<file path="src/hw/rtl/iplr_pkg.sv">
package iplr_pkg;

   // Limits that the register values are saturated to.
   localparam int MAX_CHANNELS = 1024;
   localparam int MAX_SIDE     = 4096;
   localparam int MAX_PATCH    = 64;

   // Field and register widths.
   localparam int DIR_W      = 1;
   localparam int CHAN_W     = 11;
   localparam int SIDE_W     = 13;
   localparam int PATCH_W    = 7;
   localparam int IDX_W      = 34;
   localparam int VAL_W      = 16;
   localparam int CSR_IDX_W  = 3;
   localparam int CSR_DATA_W = 13;

   // Traversal counter widths.
   localparam int CH_CNT_W  = 10;
   localparam int POS_CNT_W = 12;
   localparam int IN_CNT_W  = 6;

   // Widths of the derived strides.
   localparam int PP_W  = 13;
   localparam int CPP_W = 23;
   localparam int HW_W  = 25;
   localparam int PW_W  = 19;

   // The side divider produces one quotient bit per cycle.
   localparam int DIV_STEPS = SIDE_W;
   localparam int STEP_W    = $clog2(DIV_STEPS);

   // Register indexes on the configuration port.
   typedef enum logic [CSR_IDX_W-1:0] {
      CSR_DIRECTION  = 3'd0,
      CSR_CHANNELS   = 3'd1,
      CSR_HEIGHT     = 3'd2,
      CSR_WIDTH      = 3'd3,
      CSR_PATCH_SIZE = 3'd4
   } iplr_csr_index_type;

   // Saturated configuration and the strides derived from it.
   typedef struct packed {
      logic                 ready;
      logic                 direction;
      logic                 blank;
      logic                 no_patch;
      logic [CHAN_W-1:0]    channels;
      logic [SIDE_W-1:0]    height;
      logic [SIDE_W-1:0]    width;
      logic [PATCH_W-1:0]   patch;
      logic [SIDE_W-1:0]    nph;
      logic [SIDE_W-1:0]    npw;
      logic [PP_W-1:0]      pp;
      logic [CPP_W-1:0]     cpp;
      logic [IDX_W-1:0]     row_stride;
      logic [HW_W-1:0]      hw;
      logic [PW_W-1:0]      pw;
   } iplr_cfg_type;

   // One result item.
   typedef struct packed {
      logic [IDX_W-1:0] dest_index;
      logic [VAL_W-1:0] out_value;
      logic             last_element;
   } iplr_rsp_type;

endpackage

</file>
<file path="src/hw/rtl/iplr_setup.sv">
module iplr_setup import iplr_pkg::*; (
   input  logic                  clock,
   input  logic                  reset,
   input  logic                  csr_we,
   input  logic [CSR_IDX_W-1:0]  csr_index,
   input  logic [CSR_DATA_W-1:0] csr_wdata,
   output iplr_cfg_type          cfg
);

   typedef enum logic [5:0] {
      ST_LOAD = 6'b000001,
      ST_DIV  = 6'b000010,
      ST_MUL1 = 6'b000100,
      ST_MUL2 = 6'b001000,
      ST_MUL3 = 6'b010000,
      ST_DONE = 6'b100000
   } setup_state_type;

   localparam int PW_PROD_W  = PATCH_W + SIDE_W;
   localparam int HW_PROD_W  = SIDE_W + SIDE_W;
   localparam int PP_PROD_W  = PATCH_W + PATCH_W;
   localparam int CPP_PROD_W = CHAN_W + PP_W;
   localparam int RS_PROD_W  = SIDE_W + CPP_W;

   setup_state_type state_ff, state_in;

   logic [DIR_W-1:0]   direction_ff;
   logic [CHAN_W-1:0]  channels_ff;
   logic [SIDE_W-1:0]  height_ff;
   logic [SIDE_W-1:0]  width_ff;
   logic [PATCH_W-1:0] patch_ff;

   logic [CHAN_W-1:0]  sat_channels;
   logic [SIDE_W-1:0]  sat_height;
   logic [SIDE_W-1:0]  sat_width;
   logic [PATCH_W-1:0] sat_patch;

   logic [STEP_W-1:0]  step_ff;
   logic [SIDE_W-1:0]  hq_ff;
   logic [SIDE_W-1:0]  wq_ff;
   logic [PATCH_W-1:0] hrem_ff;
   logic [PATCH_W-1:0] wrem_ff;
   logic [PATCH_W+SIDE_W-1:0] hdiv_next;
   logic [PATCH_W+SIDE_W-1:0] wdiv_next;

   logic [PW_PROD_W-1:0]  pw_prod;
   logic [HW_PROD_W-1:0]  hw_prod;
   logic [PP_PROD_W-1:0]  pp_prod;
   logic [CPP_PROD_W-1:0] cpp_prod;
   logic [RS_PROD_W-1:0]  rs_prod;

   logic [PP_W-1:0]  pp_ff;
   logic [HW_W-1:0]  hw_ff;
   logic [PW_W-1:0]  pw_ff;
   logic [CPP_W-1:0] cpp_ff;
   logic [IDX_W-1:0] rs_ff;

   // One restoring division step: returns the new remainder and quotient shift.
   function automatic logic [PATCH_W+SIDE_W-1:0] div_step(
      input logic [PATCH_W-1:0] rem,
      input logic [SIDE_W-1:0]  quo,
      input logic [PATCH_W-1:0] divisor
   );
      logic [PATCH_W:0] trial;
      logic [PATCH_W:0] diff;
      logic             q_bit;
      trial = {rem, quo[SIDE_W-1]};
      diff  = trial - {1'b0, divisor};
      q_bit = (trial >= {1'b0, divisor});
      if (q_bit) begin
         return {diff[PATCH_W-1:0], quo[SIDE_W-2:0], 1'b1};
      end else begin
         return {trial[PATCH_W-1:0], quo[SIDE_W-2:0], 1'b0};
      end
   endfunction

   // Register file: written at once, defaults restored by reset.
   always_ff @(posedge clock) begin
      if (reset) begin
         direction_ff <= '0;
         channels_ff  <= CHAN_W'(3);
         height_ff    <= SIDE_W'(224);
         width_ff     <= SIDE_W'(224);
         patch_ff     <= PATCH_W'(16);
      end else if (csr_we) begin
         unique case (iplr_csr_index_type'(csr_index))
            CSR_DIRECTION:  direction_ff <= csr_wdata[DIR_W-1:0];
            CSR_CHANNELS:   channels_ff  <= csr_wdata[CHAN_W-1:0];
            CSR_HEIGHT:     height_ff    <= csr_wdata[SIDE_W-1:0];
            CSR_WIDTH:      width_ff     <= csr_wdata[SIDE_W-1:0];
            CSR_PATCH_SIZE: patch_ff     <= csr_wdata[PATCH_W-1:0];
            default: ;
         endcase
      end
   end

   // Oversized values are clamped to the supported limits.
   assign sat_channels = (channels_ff > CHAN_W'(MAX_CHANNELS)) ? CHAN_W'(MAX_CHANNELS)
                                                               : channels_ff;
   assign sat_height   = (height_ff > SIDE_W'(MAX_SIDE)) ? SIDE_W'(MAX_SIDE) : height_ff;
   assign sat_width    = (width_ff > SIDE_W'(MAX_SIDE)) ? SIDE_W'(MAX_SIDE) : width_ff;
   assign sat_patch    = (patch_ff > PATCH_W'(MAX_PATCH)) ? PATCH_W'(MAX_PATCH) : patch_ff;

   // Sequencer: any write restarts the derivation of the strides.
   always_ff @(posedge clock) begin
      if (reset || csr_we) begin
         state_ff <= ST_LOAD;
      end else begin
         state_ff <= state_in;
      end
   end

   always_comb begin
      unique case (state_ff)
         ST_LOAD: state_in = ST_DIV;
         ST_DIV:  state_in = (step_ff == STEP_W'(DIV_STEPS - 1)) ? ST_MUL1 : ST_DIV;
         ST_MUL1: state_in = ST_MUL2;
         ST_MUL2: state_in = ST_MUL3;
         ST_MUL3: state_in = ST_DONE;
         ST_DONE: state_in = ST_DONE;
         default: state_in = ST_LOAD;
      endcase
   end

   assign hdiv_next = div_step(hrem_ff, hq_ff, sat_patch);
   assign wdiv_next = div_step(wrem_ff, wq_ff, sat_patch);

   assign pw_prod  = PW_PROD_W'(sat_patch) * PW_PROD_W'(sat_width);
   assign hw_prod  = HW_PROD_W'(sat_height) * HW_PROD_W'(sat_width);
   assign pp_prod  = PP_PROD_W'(sat_patch) * PP_PROD_W'(sat_patch);
   assign cpp_prod = CPP_PROD_W'(sat_channels) * CPP_PROD_W'(pp_ff);
   assign rs_prod  = RS_PROD_W'(wq_ff) * RS_PROD_W'(cpp_ff);

   // Datapath of the sequencer: two dividers side by side, then the products.
   always_ff @(posedge clock) begin
      case (state_ff)
         ST_LOAD: begin
            hq_ff   <= sat_height;
            wq_ff   <= sat_width;
            hrem_ff <= '0;
            wrem_ff <= '0;
            step_ff <= '0;
         end
         ST_DIV: begin
            {hrem_ff, hq_ff} <= hdiv_next;
            {wrem_ff, wq_ff} <= wdiv_next;
            step_ff          <= step_ff + STEP_W'(1);
         end
         ST_MUL1: begin
            pp_ff <= pp_prod[PP_W-1:0];
            hw_ff <= hw_prod[HW_W-1:0];
            pw_ff <= pw_prod[PW_W-1:0];
         end
         ST_MUL2: cpp_ff <= cpp_prod[CPP_W-1:0];
         ST_MUL3: rs_ff  <= rs_prod[IDX_W-1:0];
         default: ;
      endcase
   end

   always_comb begin
      cfg.ready      = (state_ff == ST_DONE);
      cfg.direction  = direction_ff[0];
      cfg.blank      = (sat_channels == '0) || (sat_height == '0) ||
                       (sat_width == '0) || (sat_patch == '0);
      cfg.no_patch   = (hq_ff == '0) || (wq_ff == '0);
      cfg.channels   = sat_channels;
      cfg.height     = sat_height;
      cfg.width      = sat_width;
      cfg.patch      = sat_patch;
      cfg.nph        = hq_ff;
      cfg.npw        = wq_ff;
      cfg.pp         = pp_ff;
      cfg.cpp        = cpp_ff;
      cfg.row_stride = rs_ff;
      cfg.hw         = hw_ff;
      cfg.pw         = pw_ff;
   end

endmodule

</file>
<file path="src/hw/rtl/iplr_rsp_buf.sv">
module iplr_rsp_buf import iplr_pkg::*; (
   input  logic         clock,
   input  logic         reset,
   input  logic         in_valid,
   input  iplr_rsp_type in_data,
   output logic         in_ready,
   output logic         out_valid,
   output iplr_rsp_type out_data,
   input  logic         out_ready
);

   logic         out_valid_ff, out_valid_in;
   logic         skid_valid_ff, skid_valid_in;
   iplr_rsp_type out_data_ff, out_data_in;
   iplr_rsp_type skid_data_ff, skid_data_in;
   logic         out_free;

   // The skid stage catches an item that arrives while the output stalls.
   assign out_free = !out_valid_ff || out_ready;
   assign in_ready = !skid_valid_ff;

   always_comb begin
      out_valid_in  = out_valid_ff;
      out_data_in   = out_data_ff;
      skid_valid_in = skid_valid_ff;
      skid_data_in  = skid_data_ff;
      if (out_free) begin
         if (skid_valid_ff) begin
            out_valid_in  = 1'b1;
            out_data_in   = skid_data_ff;
            skid_valid_in = 1'b0;
         end else begin
            out_valid_in = in_valid;
            out_data_in  = in_data;
         end
      end else if (in_valid) begin
         skid_valid_in = 1'b1;
         skid_data_in  = in_data;
      end
   end

   always_ff @(posedge clock) begin
      if (reset) begin
         out_valid_ff  <= 1'b0;
         skid_valid_ff <= 1'b0;
      end else begin
         out_valid_ff  <= out_valid_in;
         skid_valid_ff <= skid_valid_in;
      end
   end

   always_ff @(posedge clock) begin
      out_data_ff  <= out_data_in;
      skid_data_ff <= skid_data_in;
   end

   assign out_valid = out_valid_ff;
   assign out_data  = out_data_ff;

endmodule

</file>
<file path="src/hw/rtl/image_patch_layout_remap.sv">
// Channel  Ports                                   Role
// req      req_valid, req_ready, req_element_value  source-order element items in
// rsp      rsp_valid, rsp_ready, rsp_dest_index,    remapped element items out
//          rsp_out_value, rsp_last_element
// csr      csr_we, csr_index, csr_wdata             register writes, no wait
//
// One item is accepted per cycle while req_ready is high; each result is registered in the output stage.
// After reset and after every register write, the stride sequencer runs
// (one load, 13 divider steps for the patch counts, three multiply stages) with req_ready low.
// Reset and any register write return the traversal to the tensor start.
// A two-entry output stage keeps req_ready high while one result waits on rsp_ready.
module image_patch_layout_remap import iplr_pkg::*; (
   input  logic                  clock,
   input  logic                  reset,
   input  logic                  req_valid,
   output logic                  req_ready,
   input  logic [VAL_W-1:0]      req_element_value,
   output logic                  rsp_valid,
   input  logic                  rsp_ready,
   output logic [IDX_W-1:0]      rsp_dest_index,
   output logic [VAL_W-1:0]      rsp_out_value,
   output logic                  rsp_last_element,
   input  logic                  csr_we,
   input  logic [CSR_IDX_W-1:0]  csr_index,
   input  logic [CSR_DATA_W-1:0] csr_wdata
);

   iplr_cfg_type cfg;
   iplr_rsp_type push_data, rsp_data;
   logic         push, buf_ready, acc;

   // Traversal position shared by both directions.
   logic [CH_CNT_W-1:0]  ch_ff, ch_in;
   logic [POS_CNT_W-1:0] pr_ff, pr_in;
   logic [POS_CNT_W-1:0] pc_ff, pc_in;
   logic [IN_CNT_W-1:0]  rip_ff, rip_in;
   logic [IN_CNT_W-1:0]  cip_ff, cip_in;
   // Image coordinates, forward direction only.
   logic [POS_CNT_W-1:0] x_ff, x_in;
   logic [POS_CNT_W-1:0] y_ff, y_in;

   // Forward running bases.
   logic [IDX_W-1:0] ch_base_ff, ch_base_in;
   logic [IDX_W-1:0] prc_base_ff, prc_base_in;
   logic [IDX_W-1:0] row_base_ff, row_base_in;
   logic [IDX_W-1:0] pc_base_ff, pc_base_in;
   logic [IDX_W-1:0] col_off_ff, col_off_in;
   // Inverse running bases.
   logic [IDX_W-1:0] prow_base_ff, prow_base_in;
   logic [IDX_W-1:0] pat_base_ff, pat_base_in;
   logic [IDX_W-1:0] pch_base_ff, pch_base_in;
   logic [IDX_W-1:0] line_base_ff, line_base_in;

   logic ch_end, ch_is_last, pr_end, pr_is_last, pc_end, pc_is_last;
   logic rip_end, rip_is_last, cip_end, cip_is_last;
   logic row_ok, col_ok, x_end, y_end;
   logic fwd_emit, fwd_last, inv_last;
   logic [IDX_W-1:0] fwd_dest, inv_dest;
   logic [IDX_W-1:0] ch_base_step, prc_base_step, row_base_step, pc_base_step, col_off_step;
   logic [IDX_W-1:0] line_step, pch_step, pat_step, prow_step;

   iplr_setup u_setup (
      .clock     (clock),
      .reset     (reset),
      .csr_we    (csr_we),
      .csr_index (csr_index),
      .csr_wdata (csr_wdata),
      .cfg       (cfg)
   );

   assign req_ready = cfg.ready && buf_ready;
   assign acc       = req_valid && req_ready;

   // Position compares.
   assign ch_end      = ({1'b0, ch_ff} + CHAN_W'(1)) >= cfg.channels;
   assign ch_is_last  = ({1'b0, ch_ff} + CHAN_W'(1)) == cfg.channels;
   assign pr_end      = ({1'b0, pr_ff} + SIDE_W'(1)) >= cfg.nph;
   assign pr_is_last  = ({1'b0, pr_ff} + SIDE_W'(1)) == cfg.nph;
   assign pc_end      = ({1'b0, pc_ff} + SIDE_W'(1)) >= cfg.npw;
   assign pc_is_last  = ({1'b0, pc_ff} + SIDE_W'(1)) == cfg.npw;
   assign rip_end     = ({1'b0, rip_ff} + PATCH_W'(1)) >= cfg.patch;
   assign rip_is_last = ({1'b0, rip_ff} + PATCH_W'(1)) == cfg.patch;
   assign cip_end     = ({1'b0, cip_ff} + PATCH_W'(1)) >= cfg.patch;
   assign cip_is_last = ({1'b0, cip_ff} + PATCH_W'(1)) == cfg.patch;
   assign row_ok      = {1'b0, pr_ff} < cfg.nph;
   assign col_ok      = {1'b0, pc_ff} < cfg.npw;
   assign x_end       = ({1'b0, x_ff} + SIDE_W'(1)) >= cfg.width;
   assign y_end       = ({1'b0, y_ff} + SIDE_W'(1)) >= cfg.height;

   // Forward: only elements inside a whole patch are emitted.
   assign fwd_emit = row_ok && col_ok;
   assign fwd_last = fwd_emit && ch_is_last && pr_is_last && rip_is_last &&
                     pc_is_last && cip_is_last;
   assign fwd_dest = row_base_ff + col_off_ff;
   assign inv_last = cip_is_last && rip_is_last && ch_is_last && pc_is_last && pr_is_last;
   assign inv_dest = line_base_ff + IDX_W'(cip_ff);

   // Stride steps of the running bases.
   assign ch_base_step  = ch_base_ff + IDX_W'(cfg.pp);
   assign prc_base_step = prc_base_ff + cfg.row_stride;
   assign row_base_step = row_base_ff + IDX_W'(cfg.patch);
   assign pc_base_step  = pc_base_ff + IDX_W'(cfg.cpp);
   assign col_off_step  = col_off_ff + IDX_W'(1);
   assign line_step     = line_base_ff + IDX_W'(cfg.width);
   assign pch_step      = pch_base_ff + IDX_W'(cfg.hw);
   assign pat_step      = pat_base_ff + IDX_W'(cfg.patch);
   assign prow_step     = prow_base_ff + IDX_W'(cfg.pw);

   // Next position for an accepted item.
   always_comb begin
      ch_in        = ch_ff;
      pr_in        = pr_ff;
      pc_in        = pc_ff;
      rip_in       = rip_ff;
      cip_in       = cip_ff;
      x_in         = x_ff;
      y_in         = y_ff;
      ch_base_in   = ch_base_ff;
      prc_base_in  = prc_base_ff;
      row_base_in  = row_base_ff;
      pc_base_in   = pc_base_ff;
      col_off_in   = col_off_ff;
      prow_base_in = prow_base_ff;
      pat_base_in  = pat_base_ff;
      pch_base_in  = pch_base_ff;
      line_base_in = line_base_ff;
      push         = 1'b0;

      if (acc && !cfg.blank) begin
         if (!cfg.direction) begin
            push = fwd_emit;
            if (x_end) begin
               x_in       = '0;
               pc_in      = '0;
               cip_in     = '0;
               pc_base_in = '0;
               col_off_in = '0;
               if (y_end) begin
                  y_in   = '0;
                  pr_in  = '0;
                  rip_in = '0;
                  if (ch_end) begin
                     ch_in       = '0;
                     ch_base_in  = '0;
                     prc_base_in = '0;
                     row_base_in = '0;
                  end else begin
                     ch_in       = ch_ff + CH_CNT_W'(1);
                     ch_base_in  = ch_base_step;
                     prc_base_in = ch_base_step;
                     row_base_in = ch_base_step;
                  end
               end else begin
                  y_in = y_ff + POS_CNT_W'(1);
                  if (row_ok && rip_end) begin
                     rip_in      = '0;
                     pr_in       = pr_ff + POS_CNT_W'(1);
                     prc_base_in = prc_base_step;
                     row_base_in = prc_base_step;
                  end else begin
                     rip_in      = rip_ff + IN_CNT_W'(1);
                     row_base_in = row_base_step;
                  end
               end
            end else if (col_ok) begin
               x_in = x_ff + POS_CNT_W'(1);
               if (cip_end) begin
                  cip_in     = '0;
                  pc_in      = pc_ff + POS_CNT_W'(1);
                  pc_base_in = pc_base_step;
                  col_off_in = pc_base_step;
               end else begin
                  cip_in     = cip_ff + IN_CNT_W'(1);
                  col_off_in = col_off_step;
               end
            end else begin
               x_in = x_ff + POS_CNT_W'(1);
            end
         end else if (!cfg.no_patch) begin
            // Inverse: column, row, channel, patch column, patch row.
            push = 1'b1;
            if (!cip_end) begin
               cip_in = cip_ff + IN_CNT_W'(1);
            end else begin
               cip_in = '0;
               if (!rip_end) begin
                  rip_in       = rip_ff + IN_CNT_W'(1);
                  line_base_in = line_step;
               end else begin
                  rip_in = '0;
                  if (!ch_end) begin
                     ch_in        = ch_ff + CH_CNT_W'(1);
                     pch_base_in  = pch_step;
                     line_base_in = pch_step;
                  end else begin
                     ch_in = '0;
                     if (!pc_end) begin
                        pc_in        = pc_ff + POS_CNT_W'(1);
                        pat_base_in  = pat_step;
                        pch_base_in  = pat_step;
                        line_base_in = pat_step;
                     end else begin
                        pc_in = '0;
                        if (!pr_end) begin
                           pr_in        = pr_ff + POS_CNT_W'(1);
                           prow_base_in = prow_step;
                           pat_base_in  = prow_step;
                           pch_base_in  = prow_step;
                           line_base_in = prow_step;
                        end else begin
                           pr_in        = '0;
                           prow_base_in = '0;
                           pat_base_in  = '0;
                           pch_base_in  = '0;
                           line_base_in = '0;
                        end
                     end
                  end
               end
            end
         end
      end
   end

   // Position registers; a register write restarts the tensor.
   always_ff @(posedge clock) begin
      if (reset || csr_we) begin
         ch_ff        <= '0;
         pr_ff        <= '0;
         pc_ff        <= '0;
         rip_ff       <= '0;
         cip_ff       <= '0;
         x_ff         <= '0;
         y_ff         <= '0;
         ch_base_ff   <= '0;
         prc_base_ff  <= '0;
         row_base_ff  <= '0;
         pc_base_ff   <= '0;
         col_off_ff   <= '0;
         prow_base_ff <= '0;
         pat_base_ff  <= '0;
         pch_base_ff  <= '0;
         line_base_ff <= '0;
      end else begin
         ch_ff        <= ch_in;
         pr_ff        <= pr_in;
         pc_ff        <= pc_in;
         rip_ff       <= rip_in;
         cip_ff       <= cip_in;
         x_ff         <= x_in;
         y_ff         <= y_in;
         ch_base_ff   <= ch_base_in;
         prc_base_ff  <= prc_base_in;
         row_base_ff  <= row_base_in;
         pc_base_ff   <= pc_base_in;
         col_off_ff   <= col_off_in;
         prow_base_ff <= prow_base_in;
         pat_base_ff  <= pat_base_in;
         pch_base_ff  <= pch_base_in;
         line_base_ff <= line_base_in;
      end
   end

   // Result item assembled from the current position.
   always_comb begin
      push_data.dest_index   = cfg.direction ? inv_dest : fwd_dest;
      push_data.out_value    = req_element_value;
      push_data.last_element = cfg.direction ? inv_last : fwd_last;
   end

   iplr_rsp_buf u_rsp_buf (
      .clock     (clock),
      .reset     (reset),
      .in_valid  (push),
      .in_data   (push_data),
      .in_ready  (buf_ready),
      .out_valid (rsp_valid),
      .out_data  (rsp_data),
      .out_ready (rsp_ready)
   );

   assign rsp_dest_index   = rsp_data.dest_index;
   assign rsp_out_value    = rsp_data.out_value;
   assign rsp_last_element = rsp_data.last_element;

`ifndef SYNTHESIS
   // A register write returns the traversal to the tensor start.
   a_clear_on_write: assert property (@(posedge clock) disable iff (reset)
      csr_we |=> (ch_ff == '0 && pr_ff == '0 && pc_ff == '0 && x_ff == '0 && y_ff == '0))
      else $error("position not cleared after register write");

   // The forward column counter never leaves the image.
   a_x_in_image: assert property (@(posedge clock) disable iff (reset)
      (!cfg.blank && !cfg.direction) |-> ({1'b0, x_ff} < cfg.width))
      else $error("forward column beyond image width");

   // An emitted forward element lies inside its patch.
   a_emit_in_patch: assert property (@(posedge clock) disable iff (reset)
      (acc && !cfg.blank && !cfg.direction && fwd_emit) |->
         ({1'b0, cip_ff} < cfg.patch && {1'b0, rip_ff} < cfg.patch))
      else $error("forward element outside its patch");

   // The final inverse element wraps the traversal back to the start.
   a_inv_wrap: assert property (@(posedge clock) disable iff (reset)
      (acc && cfg.direction && !cfg.blank && !cfg.no_patch && inv_last) |=>
         (cip_ff == '0 && rip_ff == '0 && ch_ff == '0 && pc_ff == '0 &&
          pr_ff == '0 && line_base_ff == '0))
      else $error("inverse traversal did not wrap after the final element");
`endif

endmodule

</file>
<file path="config.mk">
export PLATFORM = sky130hd
export DESIGN_NAME = image_patch_layout_remap
export DESIGN_NICKNAME = d
export VERILOG_FILES = /design/src/hw/rtl/iplr_pkg.sv /design/src/hw/rtl/iplr_setup.sv /design/src/hw/rtl/iplr_rsp_buf.sv /design/src/hw/rtl/image_patch_layout_remap.sv
export SDC_FILE = /design/constraint.sdc
export NUM_CORES = 2
export LEC_CHECK = 0
export BUFFER_PORTS_ARGS = -buffer_cell sky130_fd_sc_hd__buf_2
export CORE_MARGIN = 2
export CORE_UTILIZATION = 64
export CTS_CLUSTER_SIZE = 8
export DETAILED_ROUTE_END_ITERATION = 8
export PLACE_DENSITY = 0.81
export SLEW_MARGIN = 30
export SYNTH_ARGS = -nofsm -noshare
export SYNTH_HDL_FRONTEND = slang
export SYNTH_HIERARCHICAL = 1
export SYNTH_SLANG_ARGS = --single-unit
</file>
<file path="constraint.sdc">
create_clock -name clock -period 7.5 [get_ports clock]
set_input_delay 0.75 -clock clock [delete_from_list [all_inputs] [get_ports clock]]
set_output_delay 0.75 -clock clock [all_outputs]
set_load 0.02 [all_outputs]
</file>
==> flow_summary.toml <==
[clocking]
postCtsHoldBufs = 0
cts_buffers = 97
clkTransAtPathRegs_ps = 60
cts_setup_buffers = 0
clk_path_buf_depth = 3
postCtsResizedCells = 0
cts.sinks = 688
h-tree-depth = 3
clockRootBuffer = "clkbuf_16"
cts_tree = "yes"
clock_latency_ps = 720

[synth]
synth_top_area_cell = "fa_1"
ys_types = 106
synth_area_mm2 = 0.0655
yosys.area.top_type_share_pct = 16.1
synth_seq_cells = 688
yosys_warnings = 6
syn_inst = 7645
synthFlopType = "dfxtp_1"
synthTopCellsByArea = "fa_1 16%, dfxtp_1 13%, edfxtp_1 12%, ha_1 11%, nand2_1 5.8%"
synth_edf_count = 259
synthTopCellsByCount = "1,018 x nand2_1, 782 x inv_1, 583 x nor2_1"
yosysMostFrequentCell = "nand2_1"
ys_seq_area_share_pct = 25.0
synthArstFlopShare_pct = 0
postSynthAreaPerCell_um2 = 8.56

[global_route]
antenna_found_initial = 8
grt_usage_pct = 36.6
grt_pass1_vias = 55700
overflow = 0
grt_max_degree = 90
grt_pass1_wl_um = 301000

[floorplan]
initial_core_util_pct = 64.4
io_pins = 90
die_h_um = 324
die_area_mm2 = 0.105
coreArea_mm2 = 0.102
dieWidth_um = 324
rows = 117

[placement]
dp_hpwl_um = 146000
portBuffers = 89
place_congestion = 1.01
dp_slack_ps = 694

[finish]
seq_area_mm2 = 0.0164
nFillCells = 8012
fin_nets = 8716
drive_gt1_share_pct = 5.81
multiInputGateArea_mm2 = 0.0447
synthToLayoutAreaGrowth_pct = 6.76

[setup_path]
cp_max_fo = 19
arrival_ps = 7300
end_kind = "register"
worst_setup_path_start_kind = "register"
required_ps = 7930
regToRegStartpoint = "u_setup/height_ff[12]"
critPathLaunch = "u_setup/height_ff[12]"
worst-setup-path-type = "reg2reg"

[timing]
setup_viol = 0
setup_tns_ps = 0
min_period_ps = 6870
rsz0062_at_grt = "no"
fmax_mhz = 146
skew_ps = 67.2
holdWs_ps = 235
worst_pin_slew_ps = 1070
finalCritPeriodShare_pct = 91.6
hold_viol_final = 0
setup_ws_ps = 633
slew_headroom_pct = 28.7
slew_violations = 0

[detailed_routing]
first_pass_iters = 8
wl_per_cell_um = 21.4
viasPerCell = 6.28
via_count = 56700
drc = 0
ant_nets = 0
drt_wl_total_um = 193000
detail_route.iter0.violations = 6225

[pwr]
cellLeakagePower_nw = 30.9
vdd_drop_max_uv = 385
power.density_mw_per_mm2 = 181
power_w = 0.0126

[job]
drv_cap = 0

[worst_hold_path]
hp-start = "req_element_value[12]"
min_path_type = "in2reg"

[status]
status = "finished, final reports clean"
[flip-flops by register name, indices dropped and copies added, names as in the netlist, 13 cells and up]
signal / cells
u_setup/pw_ff: 19
u_rsp_buf/skid_data_ff: 51
u_setup/wq_ff: 13
pch_base_ff: 34
pat_base_ff: 34
u_rsp_buf/out_data: 51
u_setup/height_ff: 13
u_setup/width_ff: 13
pc_base_ff: 34
u_setup/hq_ff: 13
u_setup/hw_ff: 25
col_off_ff: 34
row_base_ff: 34
u_setup/cpp_ff: 23
prc_base_ff: 34
ch_base_ff: 34
prow_base_ff: 34
line_base_ff: 34
u_setup/rs_ff: 34
[cell type report]
cell class / count / share of cell area (%)
inverters: 797 / 4.28
flip-flops and latches: 688 / 23.4
repair buffers: 192 / 1.78
multi-input cells: 5818 / 64.0
clock buffers: 150 / 3.80
diodes: 3 / 0.0107
well taps: 1368 / 2.45
clock inverters: 8 / 0.265
[per-layer routing]
metal,wire length [um],GRT usage [%]
met4,9350,16.3
met1,77000,48.4
met2,86400,58.0
met3,20300,7.53
met5,9,0
[per-stage QoR]
step	utilization, %	instance area [um2]	std cells
floorplan	-	65500	7660
global placement	66.0	67000	8862
detailed placement	66.0	67000	8862
CTS	68.8	69900	9020
global route	68.8	69900	9021
finish	68.8	69900	9024
[cells in the final DEF (no fill, tap or decap), types with 19 or more instances in the layout]
| cell | n |
|---|---|
| o21a_1 | 67 |
| and2_1 | 223 |
| buf_4 | 100 |
| xnor2_1 | 262 |
| or2_2 | 19 |
| and3_1 | 99 |
| nand4_1 | 59 |
| mux2i_1 | 33 |
| o21ai_0 | 373 |
| ha_1 | 560 |
| nor3b_1 | 24 |
| nand3b_1 | 26 |
| or3_1 | 26 |
| and4_1 | 20 |
| nand2b_1 | 84 |
| nor2b_1 | 53 |
| edfxtp_1 | 259 |
| a22oi_1 | 31 |
| buf_2 | 89 |
| clkbuf_16 | 97 |
| a21o_1 | 129 |
| a211oi_1 | 52 |
| a31oi_1 | 55 |
| o211ai_1 | 40 |
| clkbuf_1 | 50 |
| nor4_1 | 35 |
| nor2_1 | 575 |
| xor2_1 | 199 |
| nor3_1 | 113 |
| dfxtp_1 | 427 |
| fa_1 | 525 |
| nand3_1 | 178 |
| mux2_4 | 48 |
| inv_1 | 779 |
| nand2_1 | 1017 |
| a21oi_1 | 525 |
| o22ai_1 | 36 |
| o21bai_1 | 33 |
[critical path, cell delays in order (launching register included)]
cell and delay [ps]:
dfxtp_1 630, nand2b_1 390, clkinv_1 430, nand2_1 200, fa_1 460, fa_1 510
fa_1 540, inv_1 50, fa_1 470, inv_1 50, fa_1 470, inv_1 40
ha_1 320, and2_4 180, a22o_1 210, a311oi_2 380, a21oi_2 140, and3_4 210
or4_4 480, a31o_1 240, a21oi_2 140, xnor2_1 70
[kinds of logic (layout without fill, tap and decap cells)]
group	count (synthesis)	in the layout	share of synthesized area [%]
AO/OA/AOI/OAI	1560	1560	14.8
flip-flops	688	688	25.0
XOR/XNOR	462	462	6.20
other	2	20	0.0115
buffers and inverters	1154	1147	6.93
AND/OR/NAND/NOR	2606	2606	18.6
adder cells (fa/ha/maj)	1085	1085	26.8
multiplexers	88	88	1.73
[power by group]
| group | internal (W) | switching [W] |
|---|---|---|
| registers | 0.00411 | 0.0000760 |
| clock network | 0.00243 | 0.00178 |
| logic | 0.00166 | 0.00259 |
[final timing paths]
check                           depth (start not counted)  slack (ps)                         end
worst min register to register                          2         460             pch_base_ff[33]
worst min-delay path                                    1         230  u_rsp_buf/skid_data_ff[13]
worst max register to register                         21         630           u_setup/hw_ff[23]
worst max-delay path                                   21         630           u_setup/hw_ff[23]
Power figures use the tool's default switching activity.
